[config.mk]
export PLATFORM = sky130hd
export DESIGN_NAME = peaking_biquad_with_compressor_unit_flat
export DESIGN_NICKNAME = d
export VERILOG_FILES = /design/src/pbc_pkg.sv /design/src/pbc_in_if.sv /design/src/pbc_out_if.sv /design/src/pbc_mac.sv /design/src/peaking_biquad_with_compressor_unit.sv /design/src/flat_wrapper.sv
export SDC_FILE = /design/constraint.sdc
export NUM_CORES = 2
export LEC_CHECK = 0
export ABC_AREA = 1
export BUFFER_PORTS_ARGS = -buffer_cell sky130_fd_sc_hd__clkbuf_2
export CAP_MARGIN = 20
export CORE_MARGIN = 4
export CORE_UTILIZATION = 40
export DETAILED_ROUTE_END_ITERATION = 10
export HOLD_SLACK_MARGIN = 0.08
export PLACE_DENSITY = 0.62
export SYNTH_ARGS = -nofsm -noshare
export SYNTH_HDL_FRONTEND = slang
export SYNTH_SLANG_ARGS = --single-unit
[constraint.sdc]
create_clock -name clk_i -period 16.6 [get_ports clk_i]
set_input_delay 0 -clock clk_i [delete_from_list [all_inputs] [get_ports clk_i]]
set_output_delay 0 -clock clk_i [all_outputs]
set_load 0.02 [all_outputs]
[src/pbc_pkg.sv]
// ----------------------------------------------------------------------------
// pbc_pkg
// Types and constants shared by the peaking biquad and compressor block.
// ----------------------------------------------------------------------------
package pbc_pkg;

  localparam int SampleW = 16;
  localparam int CoefW   = 18;
  localparam int ThrW    = 15;
  localparam int InvW    = 16;
  localparam int YW      = 20;
  localparam int OpndW   = 21;
  localparam int ProdW   = CoefW + OpndW;
  localparam int AccW    = 42;
  localparam int MagW    = 21;
  localparam int CfgIdxW = 3;
  localparam int TapW    = 3;
  localparam int RndSh   = 14;
  localparam int CmpSh   = 16;

  localparam logic [TapW-1:0] TapLast = TapW'(4);
  localparam logic [TapW-1:0] TapFb1  = TapW'(3);

  localparam logic [CfgIdxW-1:0] CfgFf0 = CfgIdxW'(0);
  localparam logic [CfgIdxW-1:0] CfgFf1 = CfgIdxW'(1);
  localparam logic [CfgIdxW-1:0] CfgFf2 = CfgIdxW'(2);
  localparam logic [CfgIdxW-1:0] CfgFb1 = CfgIdxW'(3);
  localparam logic [CfgIdxW-1:0] CfgFb2 = CfgIdxW'(4);
  localparam logic [CfgIdxW-1:0] CfgThr = CfgIdxW'(5);
  localparam logic [CfgIdxW-1:0] CfgInv = CfgIdxW'(6);

  localparam logic signed [CoefW-1:0] Ff0Reset = CoefW'(16384);
  localparam logic [ThrW-1:0]         ThrReset = ThrW'(32767);
  localparam logic [InvW-1:0]         InvReset = InvW'(65535);

  localparam logic signed [AccW-1:0] RndY    = AccW'(8192);
  localparam logic signed [AccW-1:0] RndC    = AccW'(32768);
  localparam logic signed [AccW-1:0] YMaxAcc = AccW'(524287);
  localparam logic signed [AccW-1:0] YMinAcc = -AccW'(524288);

  typedef enum logic [2:0] {
    StIdle,
    StMac,
    StLast,
    StRound,
    StCmul,
    StCacc,
    StFin
  } state_e;

  typedef struct packed {
    logic clr;
    logic mul_en;
    logic acc_en;
    logic sub;
  } mac_ctrl_t;

endpackage

[src/pbc_in_if.sv]
// ----------------------------------------------------------------------------
// pbc_in_if
// Input channel: one audio sample and its block-start flag per item.
// ----------------------------------------------------------------------------
interface pbc_in_if;
  logic                                valid;
  logic                                ready;
  logic signed [pbc_pkg::SampleW-1:0]  sample_in;
  logic                                block_start;

  modport source (output valid, output sample_in, output block_start, input ready);
  modport sink   (input valid, input sample_in, input block_start, output ready);
endinterface

[src/pbc_out_if.sv]
// ----------------------------------------------------------------------------
// pbc_out_if
// Output channel: one compressed sample and its compression flag per item.
// ----------------------------------------------------------------------------
interface pbc_out_if;
  logic                                valid;
  logic                                ready;
  logic signed [pbc_pkg::SampleW-1:0]  sample_out;
  logic                                was_compressed;

  modport source (output valid, output sample_out, output was_compressed, input ready);
  modport sink   (input valid, input sample_out, input was_compressed, output ready);
endinterface

[src/pbc_mac.sv]
// ----------------------------------------------------------------------------
// pbc_mac
// Shared multiply-accumulate unit with a registered product stage.
// ----------------------------------------------------------------------------
module pbc_mac (
  input  logic                               clk_i,
  input  logic                               rst_ni,
  input  pbc_pkg::mac_ctrl_t                 ctrl_i,
  input  logic signed [pbc_pkg::CoefW-1:0]   coef_i,
  input  logic signed [pbc_pkg::OpndW-1:0]   opnd_i,
  output logic signed [pbc_pkg::AccW-1:0]    acc_o
);

  logic signed [pbc_pkg::ProdW-1:0] prod_q;
  logic                             prod_sub_q;
  logic signed [pbc_pkg::AccW-1:0]  acc_q;
  logic signed [pbc_pkg::AccW-1:0]  prod_ext;

  assign prod_ext = pbc_pkg::AccW'(prod_q);

  always_ff @(posedge clk_i or negedge rst_ni) begin
    if (!rst_ni) begin
      prod_sub_q <= 1'b0;
    end else if (ctrl_i.mul_en) begin
      prod_sub_q <= ctrl_i.sub;
    end
  end

  always_ff @(posedge clk_i) begin
    if (ctrl_i.mul_en) begin
      prod_q <= pbc_pkg::ProdW'(coef_i * opnd_i);
    end
    if (ctrl_i.clr) begin
      acc_q <= '0;
    end else if (ctrl_i.acc_en) begin
      acc_q <= prod_sub_q ? (acc_q - prod_ext) : (acc_q + prod_ext);
    end
  end

  assign acc_o = acc_q;

endmodule

[src/peaking_biquad_with_compressor_unit.sv]
// ----------------------------------------------------------------------------
// peaking_biquad_with_compressor_unit
// Direct-form-I biquad peaking filter followed by a hard-knee compressor.
// ----------------------------------------------------------------------------
// Each item passes through the sequencer states in order after acceptance:
// five filter-tap multiplies through the single shared multiply-accumulate
// unit, a drain of its product register, a round-and-saturate step, and
// three compressor steps, which reuse the same multiplier for the excess
// times the inverse ratio, before its result is loaded into the output
// register. The next item is accepted once the sequencer is back in its
// idle state, even while the previous result still waits in the output
// register, so a new item is taken only after the last one is loaded there,
// and is held off longer while the output register stays full. Setting
// block_start clears the filter history before that item is filtered.
module peaking_biquad_with_compressor_unit (
  input  logic                                 clk_i,
  input  logic                                 rst_ni,
  pbc_in_if.sink                               in_ch,
  pbc_out_if.source                            out_ch,
  input  logic                                 cfg_we_i,
  input  logic [pbc_pkg::CfgIdxW-1:0]          cfg_idx_i,
  input  logic [pbc_pkg::CoefW-1:0]            cfg_wdata_i
);

  pbc_pkg::state_e state_q, state_d;
  logic [pbc_pkg::TapW-1:0] tap_q, tap_d;

  logic signed [pbc_pkg::CoefW-1:0] ff0_q, ff1_q, ff2_q, fb1_q, fb2_q;
  logic [pbc_pkg::ThrW-1:0]         thr_q;
  logic [pbc_pkg::InvW-1:0]         inv_q;

  logic signed [pbc_pkg::SampleW-1:0] x0_q, in_h1_q, in_h2_q;
  logic signed [pbc_pkg::YW-1:0]      out_h1_q, out_h2_q, y_q, y_d;
  logic [pbc_pkg::MagW-1:0]           mag_q, mag_d, excess;
  logic                               neg_q, flag_q, flag_d;

  logic                               out_vld_q, out_vld_d;
  logic signed [pbc_pkg::SampleW-1:0] out_smp_q, out_smp_d;
  logic                               out_cmp_q;

  pbc_pkg::mac_ctrl_t                 mac_ctrl;
  logic signed [pbc_pkg::CoefW-1:0]   mac_coef;
  logic signed [pbc_pkg::OpndW-1:0]   mac_opnd;
  logic signed [pbc_pkg::AccW-1:0]    acc;

  logic ld_x, upd_hist, ld_cmp, ld_out;

  logic signed [pbc_pkg::AccW-1:0]    rnd_sum, rnd_shf, sc_sum;
  logic signed [pbc_pkg::MagW-1:0]    y_ext;
  logic [pbc_pkg::MagW-1:0]           scaled;
  logic [pbc_pkg::MagW:0]             mag2;

  pbc_mac u_mac (
    .clk_i  (clk_i),
    .rst_ni (rst_ni),
    .ctrl_i (mac_ctrl),
    .coef_i (mac_coef),
    .opnd_i (mac_opnd),
    .acc_o  (acc)
  );

  // Configuration registers.
  always_ff @(posedge clk_i or negedge rst_ni) begin
    if (!rst_ni) begin
      ff0_q <= pbc_pkg::Ff0Reset;
      ff1_q <= '0;
      ff2_q <= '0;
      fb1_q <= '0;
      fb2_q <= '0;
      thr_q <= pbc_pkg::ThrReset;
      inv_q <= pbc_pkg::InvReset;
    end else if (cfg_we_i) begin
      case (cfg_idx_i)
        pbc_pkg::CfgFf0: ff0_q <= cfg_wdata_i;
        pbc_pkg::CfgFf1: ff1_q <= cfg_wdata_i;
        pbc_pkg::CfgFf2: ff2_q <= cfg_wdata_i;
        pbc_pkg::CfgFb1: fb1_q <= cfg_wdata_i;
        pbc_pkg::CfgFb2: fb2_q <= cfg_wdata_i;
        pbc_pkg::CfgThr: thr_q <= cfg_wdata_i[pbc_pkg::ThrW-1:0];
        pbc_pkg::CfgInv: inv_q <= cfg_wdata_i[pbc_pkg::InvW-1:0];
        default: ;
      endcase
    end
  end

  // Round the filter sum to Q.15 and saturate it to 20 bits.
  always_comb begin
    rnd_sum = acc + pbc_pkg::RndY;
    rnd_shf = rnd_sum >>> pbc_pkg::RndSh;
    if (rnd_shf > pbc_pkg::YMaxAcc) begin
      y_d = pbc_pkg::YW'(pbc_pkg::YMaxAcc);
    end else if (rnd_shf < pbc_pkg::YMinAcc) begin
      y_d = pbc_pkg::YW'(pbc_pkg::YMinAcc);
    end else begin
      y_d = rnd_shf[pbc_pkg::YW-1:0];
    end
  end

  // Magnitude, excess over the threshold, and the compression decision.
  always_comb begin
    y_ext  = pbc_pkg::MagW'(y_q);
    mag_d  = y_q[pbc_pkg::YW-1] ? pbc_pkg::MagW'(-y_ext) : pbc_pkg::MagW'(y_ext);
    flag_d = mag_d > pbc_pkg::MagW'(thr_q);
    excess = mag_d - pbc_pkg::MagW'(thr_q);
  end

  // Apply the scaled excess, restore the sign and saturate to 16 bits.
  always_comb begin
    sc_sum = acc + pbc_pkg::RndC;
    scaled = sc_sum[pbc_pkg::CmpSh +: pbc_pkg::MagW];
    mag2   = flag_q ? ((pbc_pkg::MagW+1)'(thr_q) + (pbc_pkg::MagW+1)'(scaled))
                    : (pbc_pkg::MagW+1)'(mag_q);
    if (neg_q) begin
      if (mag2 >= (pbc_pkg::MagW+1)'(32768)) begin
        out_smp_d = pbc_pkg::SampleW'(-32768);
      end else begin
        out_smp_d = pbc_pkg::SampleW'(-$signed(mag2));
      end
    end else begin
      if (mag2 > (pbc_pkg::MagW+1)'(32767)) begin
        out_smp_d = pbc_pkg::SampleW'(32767);
      end else begin
        out_smp_d = pbc_pkg::SampleW'(mag2);
      end
    end
  end

  always_comb begin
    state_d   = state_q;
    tap_d     = tap_q;
    mac_ctrl  = '0;
    mac_coef  = ff0_q;
    mac_opnd  = pbc_pkg::OpndW'(x0_q);
    ld_x      = 1'b0;
    upd_hist  = 1'b0;
    ld_cmp    = 1'b0;
    ld_out    = 1'b0;
    in_ch.ready = 1'b0;

    case (tap_q)
      3'd0: begin
        mac_coef = ff0_q;
        mac_opnd = pbc_pkg::OpndW'(x0_q);
      end
      3'd1: begin
        mac_coef = ff1_q;
        mac_opnd = pbc_pkg::OpndW'(in_h1_q);
      end
      3'd2: begin
        mac_coef = ff2_q;
        mac_opnd = pbc_pkg::OpndW'(in_h2_q);
      end
      3'd3: begin
        mac_coef = fb1_q;
        mac_opnd = pbc_pkg::OpndW'(out_h1_q);
      end
      3'd4: begin
        mac_coef = fb2_q;
        mac_opnd = pbc_pkg::OpndW'(out_h2_q);
      end
      default: ;
    endcase

    case (state_q)
      pbc_pkg::StIdle: begin
        in_ch.ready = 1'b1;
        if (in_ch.valid) begin
          ld_x         = 1'b1;
          mac_ctrl.clr = 1'b1;
          tap_d        = '0;
          state_d      = pbc_pkg::StMac;
        end
      end
      pbc_pkg::StMac: begin
        mac_ctrl.mul_en = 1'b1;
        mac_ctrl.sub    = tap_q >= pbc_pkg::TapFb1;
        mac_ctrl.acc_en = tap_q != '0;
        if (tap_q == pbc_pkg::TapLast) begin
          state_d = pbc_pkg::StLast;
        end else begin
          tap_d = tap_q + 1'b1;
        end
      end
      pbc_pkg::StLast: begin
        mac_ctrl.acc_en = 1'b1;
        state_d         = pbc_pkg::StRound;
      end
      pbc_pkg::StRound: begin
        upd_hist = 1'b1;
        state_d  = pbc_pkg::StCmul;
      end
      pbc_pkg::StCmul: begin
        mac_ctrl.clr    = 1'b1;
        mac_ctrl.mul_en = 1'b1;
        mac_coef        = pbc_pkg::CoefW'(inv_q);
        mac_opnd        = $signed(excess);
        ld_cmp          = 1'b1;
        state_d         = pbc_pkg::StCacc;
      end
      pbc_pkg::StCacc: begin
        mac_ctrl.acc_en = 1'b1;
        state_d         = pbc_pkg::StFin;
      end
      pbc_pkg::StFin: begin
        if (!out_vld_q || out_ch.ready) begin
          ld_out  = 1'b1;
          state_d = pbc_pkg::StIdle;
        end
      end
      default: state_d = pbc_pkg::StIdle;
    endcase

    if (ld_out) begin
      out_vld_d = 1'b1;
    end else if (out_ch.ready) begin
      out_vld_d = 1'b0;
    end else begin
      out_vld_d = out_vld_q;
    end
  end

  always_ff @(posedge clk_i or negedge rst_ni) begin
    if (!rst_ni) begin
      state_q   <= pbc_pkg::StIdle;
      tap_q     <= '0;
      out_vld_q <= 1'b0;
      in_h1_q   <= '0;
      in_h2_q   <= '0;
      out_h1_q  <= '0;
      out_h2_q  <= '0;
    end else begin
      state_q   <= state_d;
      tap_q     <= tap_d;
      out_vld_q <= out_vld_d;
      if (ld_x && in_ch.block_start) begin
        in_h1_q  <= '0;
        in_h2_q  <= '0;
        out_h1_q <= '0;
        out_h2_q <= '0;
      end else if (upd_hist) begin
        in_h2_q  <= in_h1_q;
        in_h1_q  <= x0_q;
        out_h2_q <= out_h1_q;
        out_h1_q <= y_d;
      end
    end
  end

  always_ff @(posedge clk_i) begin
    if (ld_x) begin
      x0_q <= in_ch.sample_in;
    end
    if (upd_hist) begin
      y_q <= y_d;
    end
    if (ld_cmp) begin
      mag_q  <= mag_d;
      flag_q <= flag_d;
      neg_q  <= y_q[pbc_pkg::YW-1];
    end
    if (ld_out) begin
      out_smp_q <= out_smp_d;
      out_cmp_q <= flag_q;
    end
  end

  assign out_ch.valid          = out_vld_q;
  assign out_ch.sample_out     = out_smp_q;
  assign out_ch.was_compressed = out_cmp_q;

endmodule

[src/flat_wrapper.sv]
// flat-port wrapper written by rule: the top's interface ports become plain ports
module peaking_biquad_with_compressor_unit_flat 
  (clk_i, rst_ni, cfg_we_i, cfg_idx_i, cfg_wdata_i, in_ch_valid, in_ch_sample_in, in_ch_block_start, in_ch_ready, out_ch_valid, out_ch_sample_out, out_ch_was_compressed, out_ch_ready);
  pbc_in_if in_ch_i ();
  pbc_out_if out_ch_i ();
  input  logic clk_i;
  input  logic rst_ni;
  input  logic cfg_we_i;
  input  logic [pbc_pkg::CfgIdxW-1:0] cfg_idx_i;
  input  logic [pbc_pkg::CoefW-1:0] cfg_wdata_i;
  input wire logic [$bits(in_ch_i.valid)-1:0] in_ch_valid;
  input wire logic [$bits(in_ch_i.sample_in)-1:0] in_ch_sample_in;
  input wire logic [$bits(in_ch_i.block_start)-1:0] in_ch_block_start;
  output wire logic [$bits(in_ch_i.ready)-1:0] in_ch_ready;
  output wire logic [$bits(out_ch_i.valid)-1:0] out_ch_valid;
  output wire logic [$bits(out_ch_i.sample_out)-1:0] out_ch_sample_out;
  output wire logic [$bits(out_ch_i.was_compressed)-1:0] out_ch_was_compressed;
  input wire logic [$bits(out_ch_i.ready)-1:0] out_ch_ready;
  assign in_ch_i.valid = in_ch_valid;
  assign in_ch_i.sample_in = in_ch_sample_in;
  assign in_ch_i.block_start = in_ch_block_start;
  assign in_ch_ready = in_ch_i.ready;
  assign out_ch_valid = out_ch_i.valid;
  assign out_ch_sample_out = out_ch_i.sample_out;
  assign out_ch_was_compressed = out_ch_i.was_compressed;
  assign out_ch_i.ready = out_ch_ready;
  peaking_biquad_with_compressor_unit u_core (.clk_i(clk_i), .rst_ni(rst_ni), .in_ch(in_ch_i), .out_ch(out_ch_i), .cfg_we_i(cfg_we_i), .cfg_idx_i(cfg_idx_i), .cfg_wdata_i(cfg_wdata_i));
endmodule
Yosys cells after proc, flatten, opt, wreduce, memory -nomap -nowiden
Index checks and enable logic that the tools add are counted.

word-level totals
  flip-flop bits (word level) = 358
  output and inout port bits = 19
  logic and storage cells = 120

cells by class
  add/subtract/negate cells = 9
  multiply operators = 1
  magnitude comparators = 6
  equality and inequality tests = 20
  multiplexer cells = 40
  reduce and logical (&&, ||, !) cells = 20

operators by type and width
  kind                                                                                    number
  20-bit two-way mux                                                                      6
  16-bit two-way mux                                                                      7
  21-bit one-hot mux with 4 select lines                                                  1
  18-bit one-hot mux with 4 select lines                                                  1
  42-bit by 15-bit adder with 42-bit output (second input constant)                       1
  42-bit by 39-bit adder with 42-bit output                                               1
  21-bit two-way mux                                                                      2
  42-bit two-way mux                                                                      1
  42-bit by 39-bit subtractor with 42-bit output                                          1
  18-bit by 21-bit multiplier with 39-bit output                                          1
  37-bit by 17-bit adder with 37-bit output (second input constant)                       1
  28-bit by 20-bit > comparator with 1-bit output (second input constant)                 1
  28-bit by 20-bit < comparator with 1-bit output (second input constant)                 1
  15-bit by 21-bit adder with 22-bit output                                               1
  22-bit by 16-bit greater-or-equal comparator with 1-bit output (second input constant)  1
  22-bit by 15-bit > comparator with 1-bit output (second input constant)                 1
  22-bit two-way mux                                                                      1
  3-bit == test (second input constant)                                                   7
  21-bit by 15-bit > comparator with 1-bit output                                         1
  20-bit negation with 21-bit output                                                      1
  3-bit one-hot mux with 7 select lines                                                   1
  21-bit by 15-bit subtractor with 21-bit output                                          1
  3-bit by 2-bit == test with 1-bit output (second input constant)                        6
  18-bit two-way mux                                                                      1
  19 further kinds                                                                        49

Depth between registers and ports, before layout
  word-level depth = 6
  gate-level depth with buffers = 43
  gate-level depth less buffers = 43

By module
Synthesis repeated with hierarchy kept, for this count alone.

unflattened totals
  cell total of the unflattened synthesis = 4884
  area total of the unflattened synthesis = 37166.9 um^2

by module, submodules not included
  module                               instances  cells an instance  area an instance (um^2)  seq. area each (um^2)
  pbc_mac                              1          2924               21279.2                  2037.0
  peaking_biquad_with_compressor_unit  1          1960               15887.7                  7327.0

Least setup slack after synthesis
Ideal clock, no wire load.

  path type = register to register
  start point = register u_core.y_q[19] (netlist name)
  end point = register u_core.u_mac.prod_q[38] (netlist name) (data pin)
  library setup time = 0.260 ns
  data arrival time = 7.996 ns
  data required time = 16.340 ns
  path slack = 8.344 ns
  stages on the path, launching flop included = 42
  period minus slack after synthesis = 8.256 ns
  cells stage by stage = edfxtp_1 > clkbuf_1 > clkbuf_1 > inv_1 > nor2_1 > xor2_1 > ha_1 > inv_1 > o21ai_0 > nand2_1 > nand2_1 > a21oi_1 > o21ai_0 > a21oi_1 > nand2_1 > nand2_1 > nand2_2 > buf_2 > [6 not listed] > inv_1 > fa_1 > fa_1 > inv_1 > fa_1 > inv_1 > fa_1 > inv_1 > ha_1 > nand2_1 > nor2_1 > inv_1 > nor2_1 > inv_1 > nor3_1 > nand3_1 > nand3_1 > xnor2_1

on the way
  elaborated cells between the ends (all ways) = 5

RTL lines
  item                                            line                                        RTL
  start, declared                                 peaking_biquad_with_compressor_unit.sv:33   logic signed [pbc_pkg::YW-1:0] out_h1_q, out_h2_q, y_q, y_d;
  start signal, assigned                          peaking_biquad_with_compressor_unit.sv:254  y_q <= y_d;
  21-bit two-way mux                              peaking_biquad_with_compressor_unit.sv:102  mag_d = y_q[pbc_pkg::YW-1] ? pbc_pkg::MagW'(-y_ext) : pbc_pkg::MagW'(y_ext);
  named net u_core.mag_d (one bit)                peaking_biquad_with_compressor_unit.sv:34   logic [pbc_pkg::MagW-1:0] mag_q, mag_d, excess;
  21-bit by 15-bit subtractor with 21-bit output  peaking_biquad_with_compressor_unit.sv:104  excess = mag_d - pbc_pkg::MagW'(thr_q);
  21-bit two-way mux                              peaking_biquad_with_compressor_unit.sv:164  case (state_q)
  18-bit by 21-bit multiplier with 39-bit output  pbc_mac.sv:31                               prod_q <= pbc_pkg::ProdW'(coef_i * opnd_i);
  end signal, assigned                            pbc_mac.sv:31
  end, declared                                   pbc_mac.sv:14                               logic signed [pbc_pkg::ProdW-1:0] prod_q;

The timed path passes the listed nets, and every way through them passes these cells.
A chain may end at the register's enable or synchronous reset.

Worst setup path in the final report
Same ends and word-level chain as after synthesis.

==> results.sh <==
export IMPL_status="complete, no violations"
export IMPL_fillerInstances=8759
export IMPL_report_final_slew_viol_count=0
export IMPL_syn_nets=5123
export IMPL_r2r_cells=34
export IMPL_slew_headroom_pct=27.90
export IMPL_dr_total_vias=30050
export IMPL_numClockSinks=358
export IMPL_num_nets_final=5192
export IMPL_min_period_over_period_pct=57.60
export IMPL_path_clk_slew_ns=0.06
export IMPL_via_per_inst=5.184
export IMPL_crit_family="adder cells"
export IMPL_cp_num_buf_inv=8
export IMPL_io_pins=62
export IMPL_hold_viol=0
export IMPL_start_util_pct=40.39
export IMPL_cp_depth=34
export IMPL_fp_dieH_um=306.9
export IMPL_hold_class="in2reg"
export IMPL_synth_edf_count=115
export IMPL_dp_hpwl_um=84350
export IMPL_drc_errors=0
export IMPL_postCtsResizedCells=0
export IMPL_synth_flop_cell="dfrtp_1"
export IMPL_worstPathMaxFanout=18
export IMPL_h_tree_depth=2
export IMPL_finalCriticalPeriod_ns=9.562
export IMPL_cts_setup_buffers=0
export IMPL_drtPass1Iterations=6
export IMPL_fin_worst_skew_ns=0.02278
export IMPL_drv_cap=0
export IMPL_place_ws_ns=7.231
export IMPL_avgSynthCellArea_um2=7.900
export IMPL_synth_seq_cells=358
export IMPL_critPathSlowestCell="fa_1"
export IMPL_grt_pass1_wl_um=168800
export IMPL_yosysSeqAreaShare_pct=26.20
export IMPL_synthesis_instances=4525
export IMPL_rows=109
export IMPL_cts_tree="built"
export IMPL_antenna_found_initial=0
export IMPL_finalSetupViolations=0
export IMPL_grt_remaining_overflow=0
export IMPL_ant_nets=0
export IMPL_die_x_um=306.9
export IMPL_cts_buffers=43
export IMPL_core_area_um2=88510
export IMPL_rr_startpoint="u_core.y_q[19]"
export IMPL_clk_latency_ns=0.61
export IMPL_synth_cell_types=59
export IMPL_postCtsHoldBufs=47
export IMPL_drive_above_1_share_pct=5.919
export IMPL_fin_ws_ns=7.038
export IMPL_worst_setup_path_type="reg2reg"
export IMPL_wire_per_inst_um=18.49
export IMPL_clockRootBuffer="clkbuf_16"
export IMPL_tns_ns=0
export IMPL_slowest_delay_ns=0.86
export IMPL_syn_area_um2=35750
export IMPL_grt_use_total_pct=22.86
export IMPL_syn_to_final_growth_pct=10.34
export IMPL_r2r_end="u_core.u_mac.prod_q[38]"
export IMPL_crit_path_frequent_cell="inv_1"
export IMPL_async_flop_share_pct=56.15
export IMPL_cp_arrival_ns=9.88
export IMPL_cp_required_ns=16.92
export IMPL_synth_warning_count=0
export IMPL_startpoint="u_core.y_q[19]"
export IMPL_wl_um=107200
export IMPL_endpoint_kind="flop"
export IMPL_initialDrtViolationCount=2370
export IMPL_max_freq_ghz=0.1046
export IMPL_rsz0062_at_grt="false"
export IMPL_clockBufferDepth=3
export IMPL_gp_congestion=0.9582
export IMPL_die_area_um2=94210
export IMPL_port_buffers=61
export IMPL_grt_max_degree=74
export IMPL_worstSetupStartpointType="flop"
export IMPL_grt_pass1_vias=29640
export IMPL_tightest_slew_ns=1.080
export IMPL_crit_end="u_core.u_mac.prod_q[38]"
export IMPL_r2r_slack_ns=7.04
[through the flow]
stage	hold WS, ns	cells	util [%]	instance area [um2]
finish	0.1081	5796	44.56	39440
global route	0.09385	5794	44.56	39440
CTS	0.08201	5789	44.42	39320
detailed placement	0.02710	5662	42.14	37300
global placement	0.02782	5661	42.11	37270
floorplan	-0.2956	4525	-	35750
[layer usage]
| metal | track usage [%] | up-vias | part of all wire (%) |
|---|---|---|---|
| met1 | 31.09 | 14480 | 44 |
| li1 | - | 14380 | - |
| met3 | 3.478 | 192 | 6.7 |
| met2 | 37.68 | 995 | 46 |
| met5 | 0 | - | 0 |
| met4 | 7.392 | 0 | 3.5 |
[how the worst min path moves through the flow]
stage                                    from                to  cells past startpoint
final                     in_ch_sample_in[12]   u_core.x0_q[12]                      2
after floorplan                        rst_ni   u_core.fb1_q[0]                      0
after CTS                  in_ch_sample_in[3]    u_core.x0_q[3]                      2
after global placement                 rst_ni  u_core.fb1_q[16]                      1
after detailed placement               rst_ni  u_core.fb1_q[16]                      1
after global routing      in_ch_sample_in[12]   u_core.x0_q[12]                      2
[placed cells by master (no fill, tap or decap), types with 15 or more instances in the layout]
master,Yosys,final
clkbuf_2,0,60
nand2_2,17,17
a22o_1,18,18
xnor2_1,75,75
inv_1,894,892
a31oi_1,20,20
dfxtp_1,42,42
fa_1,374,374
nand4_1,32,32
a21oi_1,160,160
o21bai_1,25,25
o21ai_0,311,306
nor3_1,37,36
o211ai_1,27,27
nand3_1,205,205
nor2_1,448,446
o21ai_1,13,17
dfrtp_1,169,169
ha_1,181,181
dfstp_2,32,32
a21o_1,15,15
xor2_1,108,108
o22ai_1,48,48
dlygate4sd3_1,0,47
nand2_1,891,891
clkbuf_16,0,45
edfxtp_1,115,115
buf_4,6,36
a221oi_1,32,32
[synth_stat cells, types with 10 or more instances]
library cell	n	area (um2)
a21o_1	15	112.6
dfxtp_1	42	840.8
nor3_1	37	185.2
buf_2	28	140.1
fa_1	374	7487
ha_1	181	2265
o21ai_0	311	1556
edfxtp_1	115	3453
nor2_1	448	1682
a22o_1	18	157.7
inv_1	894	3356
a221oi_1	32	280.3
xnor2_1	75	656.9
o21bai_1	25	187.7
a31oi_1	20	125.1
o21ai_1	13	65.06
nand3_1	205	1026
a21oi_1	160	800.8
or2_2	10	62.56
nor4_1	12	75.07
o22ai_1	48	300.3
nand2_2	17	106.4
buf_1	12	45.04
nand4_1	32	200.2
dfrtp_1	169	4229
dfstp_2	32	840.8
o211ai_1	27	202.7
nand2_1	891	3344
xor2_1	108	945.9
clkbuf_1	79	296.5
[worst register-to-register path: cells and delay by family, from the launching register on]
| kind | cells | cell delay (ns) |
|---|---|---|
| adders and majority gates | 8 | 4.28 |
| and+or+nand+nor | 9 | 1.56 |
| AOI/OAI and AO/OA | 7 | 1.53 |
| buffers and inverters | 8 | 0.87 |
| DFF | 1 | 0.71 |
| xor gates and xnor gates | 2 | 0.37 |
[cells by family after synthesis]
group / Yosys count / synth area share (%)
AOI/OAI and AO/OA: 709 / 11.53
xor gates and xnor gates: 183 / 4.484
adders and majority gates: 555 / 27.28
buffers and inverters: 1038 / 11.08
DFF: 358 / 26.20
muxes: 1 / 0.02800
other: 1 / 0.01049
and+or+nand+nor: 1680 / 19.39
[flip-flops by register name, summed over array words and instances (netlist names), 18 cells and up]
name,flops
u_core.fb2_q,18
u_core.ff0_q,18
u_core.out_h1_q,20
u_core.u_mac.prod_q,39
u_core.ff2_q,18
u_core.u_mac.acc_o,42
u_core.y_q,20
u_core.mag_q,21
u_core.fb1_q,18
u_core.ff1_q,18
u_core.out_h2_q,20
[cell type report]
type	count	area [um2]	share of cell area [%]
Antenna cell	2	5.005	0.01269
Inverter	912	3423	8.679
Multi-Input combinational cell	3129	22440	56.89
Clock buffer	65	1311	3.324
Sequential cell	358	9364	23.74
Timing Repair Buffer	150	1220	3.093
Tap cell	1165	1458	3.696
Clock inverter	15	222.7	0.5647
Power is not shown: default switching activity piles up to over one toggle a cycle in this logic, so the estimate is an artifact.
